**config.mk**
```make
export PLATFORM = sky130hd
export DESIGN_NAME = min_tracking_stack
export DESIGN_NICKNAME = d
export VERILOG_FILES = /design/src/rtl/core/mts_pkg.sv /design/src/rtl/core/mts_ram.sv /design/src/rtl/core/min_tracking_stack.sv
export VERILOG_INCLUDE_DIRS = /design/src /design/src/rtl/core
export SDC_FILE = /design/constraint.sdc
export NUM_CORES = 2
export LEC_CHECK = 0
export BUFFER_PORTS_ARGS = -buffer_cell sky130_fd_sc_hd__buf_2
export CAP_MARGIN = 20
export CORE_UTILIZATION = 55
export DETAILED_ROUTE_END_ITERATION = 6
export GPL_TIMING_DRIVEN = 0
export PLACE_DENSITY = 0.8
export SYNTH_ARGS = -nofsm -noshare
export SYNTH_HDL_FRONTEND = slang
export SYNTH_SLANG_ARGS = --single-unit
```
**constraint.sdc**
```tcl
create_clock -name aclk -period 18.4 [get_ports aclk]
set_input_delay 2.76 -clock aclk [delete_from_list [all_inputs] [get_ports aclk]]
set_output_delay 2.76 -clock aclk [all_outputs]
set_load 0.005 [all_outputs]
```
**src/rtl/core/assert_macros.svh**
```systemverilog
// assertion macros for the rtl files
`ifndef ASSERT_MACROS_SVH
`define ASSERT_MACROS_SVH

// property that must hold at every clock edge out of reset
`define MTS_ASSERT_ALWAYS(lbl, clk, rstn, cond) \
    lbl: assert property (@(posedge clk) disable iff (!(rstn)) (cond)) \
        else $error("assertion failed");

// consequent must hold in the cycle after the antecedent
`define MTS_ASSERT_NEXT(lbl, clk, rstn, ante, cons) \
    lbl: assert property (@(posedge clk) disable iff (!(rstn)) (ante) |=> (cons)) \
        else $error("assertion failed");

`endif

```
**src/rtl/core/mts_pkg.sv**
```systemverilog
// shared types and codes of the minimum tracking stack
package mts_pkg;

    // operation codes on the request side
    localparam logic FUNC_PUSH = 1'b0;
    localparam logic FUNC_POP  = 1'b1;

    // result status codes
    typedef logic [1:0] status_t;
    localparam status_t STATUS_OK    = 2'd0;
    localparam status_t STATUS_EMPTY = 2'd1;
    localparam status_t STATUS_FULL  = 2'd2;

endpackage

```
**src/rtl/core/mts_ram.sv**
```systemverilog
// single write port, single registered read port stack memory
module mts_ram #(
    parameter int ADDR_W = 6,
    parameter int DATA_W = 34
) (
    input  logic              aclk,
    input  logic              wr_en,
    input  logic [ADDR_W-1:0] wr_addr,
    input  logic [DATA_W-1:0] wr_data,
    input  logic              rd_en,
    input  logic [ADDR_W-1:0] rd_addr,
    output logic [DATA_W-1:0] rd_data
);

    localparam int DEPTH = 1 << ADDR_W;

    logic [DATA_W-1:0] mem [DEPTH];
    logic [DATA_W-1:0] rd_data_reg;

    // write port
    always_ff @(posedge aclk) begin
        if (wr_en) begin
            mem[wr_addr] <= wr_data;
        end
    end

    // read port, registered output
    always_ff @(posedge aclk) begin
        if (rd_en) begin
            rd_data_reg <= mem[rd_addr];
        end
    end

    assign rd_data = rd_data_reg;

endmodule

```
**src/rtl/core/min_tracking_stack.sv**
```systemverilog
// Minimum tracking stack, encoded minimum words held in a synchronous RAM.
// Latency: m_tvalid rises at the clock edge after the accepting one, later while a result waits.
// s_tready is low from accept until the result is registered: every request passes ST_READ,
// where a pop takes the new top word from the RAM read (top word is cached in a register).
// Reset (aresetn low, synchronous) empties the stack and clears the minimum;
// RAM contents are not cleared and need no clearing pass.
`include "assert_macros.svh"

module min_tracking_stack
    import mts_pkg::*;
#(
    parameter int STACK_DEPTH = 64,
    parameter int VALUE_WIDTH = 32
) (
    input  logic        aclk,
    input  logic        aresetn,
    // request channel
    input  logic        s_tvalid,
    output logic        s_tready,
    // value
    input  logic [((VALUE_WIDTH+7)/8)*8-1:0] s_tdata,
    // func
    input  logic [0:0]  s_tuser,
    // result channel
    output logic        m_tvalid,
    input  logic        m_tready,
    // removed_value, top_value, minimum, is_empty, count
    output logic [((3*VALUE_WIDTH+1+$clog2(STACK_DEPTH+1)+7)/8)*8-1:0] m_tdata,
    // status
    output logic [1:0]  m_tuser
);

    localparam int VW     = VALUE_WIDTH;
    localparam int WW     = VALUE_WIDTH + 2;
    localparam int AW     = (STACK_DEPTH > 1) ? $clog2(STACK_DEPTH) : 1;
    localparam int CW     = $clog2(STACK_DEPTH + 1);
    localparam int OUT_B  = 3 * VW + 1 + CW;
    localparam int OUT_DW = ((OUT_B + 7) / 8) * 8;

    typedef enum logic [1:0] {
        ST_IDLE,
        ST_READ,
        ST_WAIT
    } state_t;

    state_t                   state_reg, state_next;
    logic [CW-1:0]            count_reg, count_next;
    logic signed [VW-1:0]     min_reg, min_next;
    logic signed [WW-1:0]     top_word_reg, top_word_next;
    logic                     need_read_reg, need_read_next;
    status_t                  status_reg, status_next;
    logic signed [VW-1:0]     removed_reg, removed_next;
    logic                     m_valid_reg, m_valid_next;
    status_t                  out_status_reg, out_status_next;
    logic signed [VW-1:0]     out_removed_reg, out_removed_next;
    logic signed [VW-1:0]     out_top_reg, out_top_next;
    logic signed [VW-1:0]     out_min_reg, out_min_next;
    logic                     out_empty_reg, out_empty_next;
    logic [CW-1:0]            out_count_reg, out_count_next;

    logic                     s_accept;
    logic                     out_free;
    logic                     in_func;
    logic signed [VW-1:0]     in_value;
    logic signed [WW-1:0]     x_w, min_w, enc_word, eff_word, restored;
    logic                     is_empty_now, is_full_now;
    logic [CW-1:0]            count_m2;

    logic                     ram_wr_en;
    logic [AW-1:0]            ram_wr_addr;
    logic signed [WW-1:0]     ram_wr_data;
    logic                     ram_rd_en;
    logic [AW-1:0]            ram_rd_addr;
    logic [WW-1:0]            ram_rd_data;

    // stack word storage
    mts_ram #(
        .ADDR_W (AW),
        .DATA_W (WW)
    ) u_ram (
        .aclk    (aclk),
        .wr_en   (ram_wr_en),
        .wr_addr (ram_wr_addr),
        .wr_data (ram_wr_data),
        .rd_en   (ram_rd_en),
        .rd_addr (ram_rd_addr),
        .rd_data (ram_rd_data)
    );

    // request unpacking and handshake
    assign in_func  = s_tuser[0];
    assign in_value = s_tdata[VW-1:0];
    assign s_tready = (state_reg == ST_IDLE);
    assign s_accept = s_tvalid && s_tready;
    assign out_free = !m_valid_reg || m_tready;

    // widened operands for the encoded minimum arithmetic
    assign x_w          = {{2{in_value[VW-1]}}, in_value};
    assign min_w        = {{2{min_reg[VW-1]}}, min_reg};
    assign enc_word     = (x_w <<< 1) - min_w;
    assign restored     = (min_w <<< 1) - top_word_reg;
    assign is_empty_now = (count_reg == '0);
    assign is_full_now  = (count_reg == CW'(STACK_DEPTH));
    assign count_m2     = count_reg - CW'(2);

    // word under the top after a pop arrives from the ram in the read cycle
    assign eff_word = need_read_reg ? $signed(ram_rd_data) : top_word_reg;

    // ram accesses, issued in the accept cycle
    always_comb begin
        ram_wr_en   = s_accept && (in_func == FUNC_PUSH) && !is_full_now;
        ram_wr_addr = count_reg[AW-1:0];
        ram_wr_data = (is_empty_now || (x_w >= min_w)) ? x_w : enc_word;
        ram_rd_en   = s_accept && (in_func == FUNC_POP) && (count_reg > CW'(1));
        ram_rd_addr = count_m2[AW-1:0];
    end

    // sequencer and result formation
    always_comb begin
        state_next       = state_reg;
        count_next       = count_reg;
        min_next         = min_reg;
        top_word_next    = top_word_reg;
        need_read_next   = need_read_reg;
        status_next      = status_reg;
        removed_next     = removed_reg;
        m_valid_next     = m_valid_reg && !m_tready;
        out_status_next  = out_status_reg;
        out_removed_next = out_removed_reg;
        out_top_next     = out_top_reg;
        out_min_next     = out_min_reg;
        out_empty_next   = out_empty_reg;
        out_count_next   = out_count_reg;

        case (state_reg)
            ST_IDLE: begin
                if (s_accept) begin
                    status_next    = STATUS_OK;
                    removed_next   = '0;
                    need_read_next = 1'b0;
                    state_next     = ST_READ;
                    if (in_func == FUNC_PUSH) begin
                        if (is_full_now) begin
                            status_next = STATUS_FULL;
                        end else begin
                            top_word_next = ram_wr_data;
                            count_next    = count_reg + CW'(1);
                            if (is_empty_now || (x_w < min_w)) begin
                                min_next = in_value;
                            end
                        end
                    end else begin
                        if (is_empty_now) begin
                            status_next = STATUS_EMPTY;
                        end else begin
                            // encoded word below the minimum marks a minimum change
                            if (top_word_reg >= min_w) begin
                                removed_next = top_word_reg[VW-1:0];
                            end else begin
                                removed_next = min_reg;
                                min_next     = restored[VW-1:0];
                            end
                            count_next     = count_reg - CW'(1);
                            need_read_next = (count_reg > CW'(1));
                        end
                    end
                end
            end
            ST_READ, ST_WAIT: begin
                top_word_next  = eff_word;
                need_read_next = 1'b0;
                if (out_free) begin
                    m_valid_next     = 1'b1;
                    out_status_next  = status_reg;
                    out_removed_next = removed_reg;
                    out_count_next   = count_reg;
                    out_empty_next   = is_empty_now;
                    if (is_empty_now) begin
                        out_top_next = '0;
                        out_min_next = '0;
                    end else begin
                        out_top_next = (eff_word >= min_w) ? eff_word[VW-1:0] : min_reg;
                        out_min_next = min_reg;
                    end
                    state_next = ST_IDLE;
                end else begin
                    state_next = ST_WAIT;
                end
            end
            default: begin
                state_next = ST_IDLE;
            end
        endcase
    end

    // state and registered outputs
    always_ff @(posedge aclk) begin
        if (!aresetn) begin
            state_reg     <= ST_IDLE;
            count_reg     <= '0;
            min_reg       <= '0;
            need_read_reg <= 1'b0;
            m_valid_reg   <= 1'b0;
        end else begin
            state_reg     <= state_next;
            count_reg     <= count_next;
            min_reg       <= min_next;
            need_read_reg <= need_read_next;
            m_valid_reg   <= m_valid_next;
        end
        top_word_reg    <= top_word_next;
        status_reg      <= status_next;
        removed_reg     <= removed_next;
        out_status_reg  <= out_status_next;
        out_removed_reg <= out_removed_next;
        out_top_reg     <= out_top_next;
        out_min_reg     <= out_min_next;
        out_empty_reg   <= out_empty_next;
        out_count_reg   <= out_count_next;
    end

    // result packing
    assign m_tvalid = m_valid_reg;
    assign m_tuser  = out_status_reg;
    assign m_tdata  = OUT_DW'({out_count_reg, out_empty_reg, out_min_reg,
                               out_top_reg, out_removed_reg});

    // checks
    `MTS_ASSERT_ALWAYS(a_count_bound, aclk, aresetn, count_reg <= CW'(STACK_DEPTH))
    `MTS_ASSERT_ALWAYS(a_empty_flag, aclk, aresetn,
                       !m_valid_reg || (out_empty_reg == (out_count_reg == '0)))
    `MTS_ASSERT_NEXT(a_count_step, aclk, aresetn, s_accept,
                     (count_reg == $past(count_reg)) ||
                     (count_reg == $past(count_reg) + CW'(1)) ||
                     (count_reg == $past(count_reg) - CW'(1)))
    `MTS_ASSERT_NEXT(a_count_hold, aclk, aresetn, !s_accept, $stable(count_reg))

endmodule
```
==> results.md <==
Route:
- The detailed-routing iteration count for the pre-antenna-repair pass is 7.
- Using the TritonRoute via totals, the vias-per-cell ratio works out to 7.30.
- The violation count after the first detailed-route iteration is 9971.
- After detailed routing, the number of remaining DRC violations is 20.
- The count of antenna-violating nets left after detailed routing is 0.
- The detail-routed net length per standard cell is roughly 42 µm.
- The vias after detailed routing is 58000.
- The post-detailed-routing wire length is 331000 µm.

Power:
- VDD sags by at most 0.106 mV.
- The ratio of total power to cell area is 148 nW/µm².
- The leakage power figure is roughly 36 nW.

Floorplan:
- The initial cell density of the core is 55.5%.
- The core area is 179000 µm².
- In this run the horizontal extent of the chip is ~430 µm.
- The floorplan step set the die height to 426 µm.
- The number of top-level pins is between 100 and 150.
- The die covers 182000 µm².
- The number of cell rows is 155.

CTS:
- Counting along the longest clock path gives a buffer depth of 3.
- The TritonCTS buffer count is 230.
- The clock tree from TritonCTS is yes.
- The number of hold-repair buffers added at the cts stage is 0.
- The total of cells resized after clock tree synthesis is 0.
- The master cell of the clock root buffer is sky130_fd_sc_hd__clkbuf_16.
- Clock-pin slew was measured on the worst setup and hold paths at ~0.07 ns.
- After clock tree synthesis, the setup repair step added 0 buffers.
- The count of H-tree levels built during CTS is 4.
- The clock reaches the later pin of the worst-skew pair after 0.93 ns.
- Counting every sink on the clock net gives roughly 2400.

Synth:
- The gate count after technology mapping is 4859.
- After synthesis the cells add up to 99100 µm².
- The async set or reset register ratio after synthesis is 0%.
- The number of different library cells in the post-synthesis netlist is 76.
- The number of enable-type register cells in the synthesized netlist is ~2400.
- Counting every net in the synthesized netlist gives 5069.
- The count of yosys warnings during synthesis is 0.
- The average instance in the mapped netlist occupies 20.4 µm².
- In the synthesized netlist the dominant register cell turns out to be sky130_fd_sc_hd__edfxtp_1.
- The share of the Yosys chip area taken by registers is 73.1%.
- Synthesis inferred between 2000 and 2500 register bits.

Layout:
- The flip-flop count of the largest register, all copies and words added is 2176.
- The fill cell total of the finished layout is 11100.
- The number of nets in the finished design is 5592.
- Compared with the post-synthesis result, the final layout area differs by 15.4%.
- The share of final-layout standard cells stronger than drive strength 1 is 28.6%.

Critical path:
- The minimum setup slack among reg-to-reg paths is 10.36 ns.
- Of all nets on the critical path, the largest fanout is 10.
- The category of the worst setup path capture point is a flip-flop.
- The category of the most critical setup path is flip-flop to flip-flop.
- The required time of the critical path is approximately 19 ns.
- At the worst endpoint, the arrival time is 8.62 ns.
- STA classifies the critical path startpoint as a flip-flop.

STA:
- The worst pin sits at a relative slew slack of between 10% and 20%.
- The max-slew violation total from the final report is 0.
- The post-route worst setup slack is 10.36 ns.
- The shortest period the worst path allows is 8.04 ns.
- At the pin with the least slew margin, the transition time is 1.28 ns.
- For the final database, setup skew stands at 0.0952 ns.
- The aggregate negative setup slack is 0 ns.
- The final hold violation count is 0.
- The highest clock rate is 124 MHz.
- Setup violations remaining at the end of the flow were counted as 0.
- Setup repair after global routing left no endpoint under its margin.
- The final critical-path share of the clock period is 43.7%.

GRT:
- The via count of the first global-routing pass is 55500.
- The remaining global-route overflow is 0.
- The pin count of the biggest net entering global routing is 51.
- The wire length of the first global-routing pass is 436000 µm.
- The number of antenna violations at the first check in global routing is 54.
- The all-layer global routing usage is between 30% and 40%.

Placed design:
- Buffers placed on the I/O ports in this run total between 100 and 150.
- Prior to clock tree synthesis, the placed netlist has a worst setup slack of between 10 and 15 ns.
- The congestion estimate from routability-driven global placement came to 0.947.
- Once detailed placement completed, the half-perimeter wirelength came to approximately 200000 µm.

Status:
- The final reports fail on DRC.
- The run finished, with violations left.

Run:
- Max-cap violations in this run came to 0.

Min path:
- The class of the tightest hold or removal check is flip-flop to flip-flop.
worst max-delay path, stage by stage (launching register included):
cell and delay (ns):
sky130_fd_sc_hd__dfxtp_1 0.50, sky130_fd_sc_hd__clkbuf_1 0.60, sky130_fd_sc_hd__clkbuf_1 0.74, sky130_fd_sc_hd__clkbuf_1 0.79
sky130_fd_sc_hd__clkbuf_1 0.91, sky130_fd_sc_hd__inv_1 0.38, sky130_fd_sc_hd__ha_1 0.43, sky130_fd_sc_hd__clkbuf_1 0.39
sky130_fd_sc_hd__buf_8 0.28, sky130_fd_sc_hd__buf_2 0.53, sky130_fd_sc_hd__buf_1 0.55, sky130_fd_sc_hd__buf_6 0.24
sky130_fd_sc_hd__mux4_2 0.72, sky130_fd_sc_hd__mux4_2 0.60
cell usage after synthesis (all sizes together), types with 21 or more instances:
cell type	number	area [µm²]
edfxtp	2384	71600
mux4	709	16000
nor2	278	1040
ha	171	2140
nand2	163	612
clkbuf	147	553
a21oi	142	711
o21ai	119	596
inv	97	364
buf	91	473
mux2i	55	551
a21o	50	375
dfxtp	43	861
a211oi	34	315
xnor2	33	289
mux2	32	360
nand4	29	181
nand3	28	153
nor3	28	150
xor2	25	219
nor2b	21	131
cell type report:
| class | instances | area (µm²) | area share, % |
|---|---|---|---|
| flip-flops and latches | 2427 | 72400 | 63.4 |
| multi-input cells | 2097 | 26000 | 22.8 |
| clock buffers | 266 | 5910 | 5.17 |
| repair buffers | 291 | 3660 | 3.20 |
| well taps | 2355 | 2950 | 2.58 |
| clock inverters | 162 | 1910 | 1.67 |
| plain buffers | 238 | 1030 | 0.898 |
| inverters | 97 | 364 | 0.318 |
| diodes | 16 | 40.0 | 0.0350 |
kinds of logic (layout without fill, tap and decap cells):
| group | Yosys count | in the layout | share of synthesized area (%) |
|---|---|---|---|
| AO/OA/AOI/OAI | 454 | 454 | 2.95 |
| flip-flops | 2427 | 2427 | 73.1 |
| XOR/XNOR | 58 | 58 | 0.513 |
| AND/OR/NAND/NOR | 616 | 616 | 2.78 |
| buffers and inverters | 335 | 1054 | 1.40 |
| other | 0 | 16 | 0 |
| multiplexers | 796 | 796 | 17.0 |
| adder cells (fa/ha/maj) | 173 | 173 | 2.20 |
layer usage:
metal / GRT usage, % / routed length, µm / part of all wire, %
met1: 43.0 / 103000 / 31
met2: 54.7 / 155000 / 47
met3: 10.0 / 45200 / 14
met4: 22.8 / 27500 / 8.3
met5: 0.503 / 512 / 0.15
metrics by stage:
stage	std cells	hold WS [ns]	power [W]	utilization (%)	area (µm²)
floorplan	4859	0.400	0.00957	-	99100
global placement	7358	0.401	0.0113	57.5	103000
detailed placement	7491	0.405	0.0116	59.5	106000
CTS	7919	0.393	0.0166	63.9	114000
global route	7936	0.394	0.0171	64.0	114000
finish	7949	0.383	0.0169	64.0	114000
final timing paths:
| kind | endpoint | depth (start not counted) | start |
|---|---|---|---|
| setup / recovery | u_ram.rd_data[7] | 13 | count_reg[1] |
| hold / removal | out_removed_reg[14] | 0 | removed_reg[14] |
| setup reg to reg | u_ram.rd_data[7] | 13 | count_reg[1] |
| hold reg to reg | out_removed_reg[14] | 0 | removed_reg[14] |
power by group:
| group | internal (W) | leakage [nW] | switching, W |
|---|---|---|---|
| combinational | 0.00154 | 10.7 | 0.00333 |
| clock | 0.00277 | 3.75 | 0.00226 |
| sequential | 0.00696 | 22.0 | 0.0000755 |
| total | 0.0113 | 36.5 | 0.00567 |
placed cells by master, fill, tap and decap left out, drive strengths merged, types with 6 or more instances in the layout:
cell      instances
nand4            29
o21a              9
diode            16
xor2             25
mux2             32
o31ai            18
bufinv           32
buf             382
inv             106
a21o             50
a31oi            14
nand3            28
nor2b            21
clkinvlp         21
mux2i            55
mux4            709
nor2            278
nor4             11
xnor2            33
ha              171
o21ai           119
a21oi           142
nand2b           18
and3              7
o211ai           12
o21bai            6
a211oi           34
clkinv          100
clkbuf          413
edfxtp         2384
nand2           163
a221oi            6
dfxtp            43
nor3             28
(Power assumes the default switching activity.)
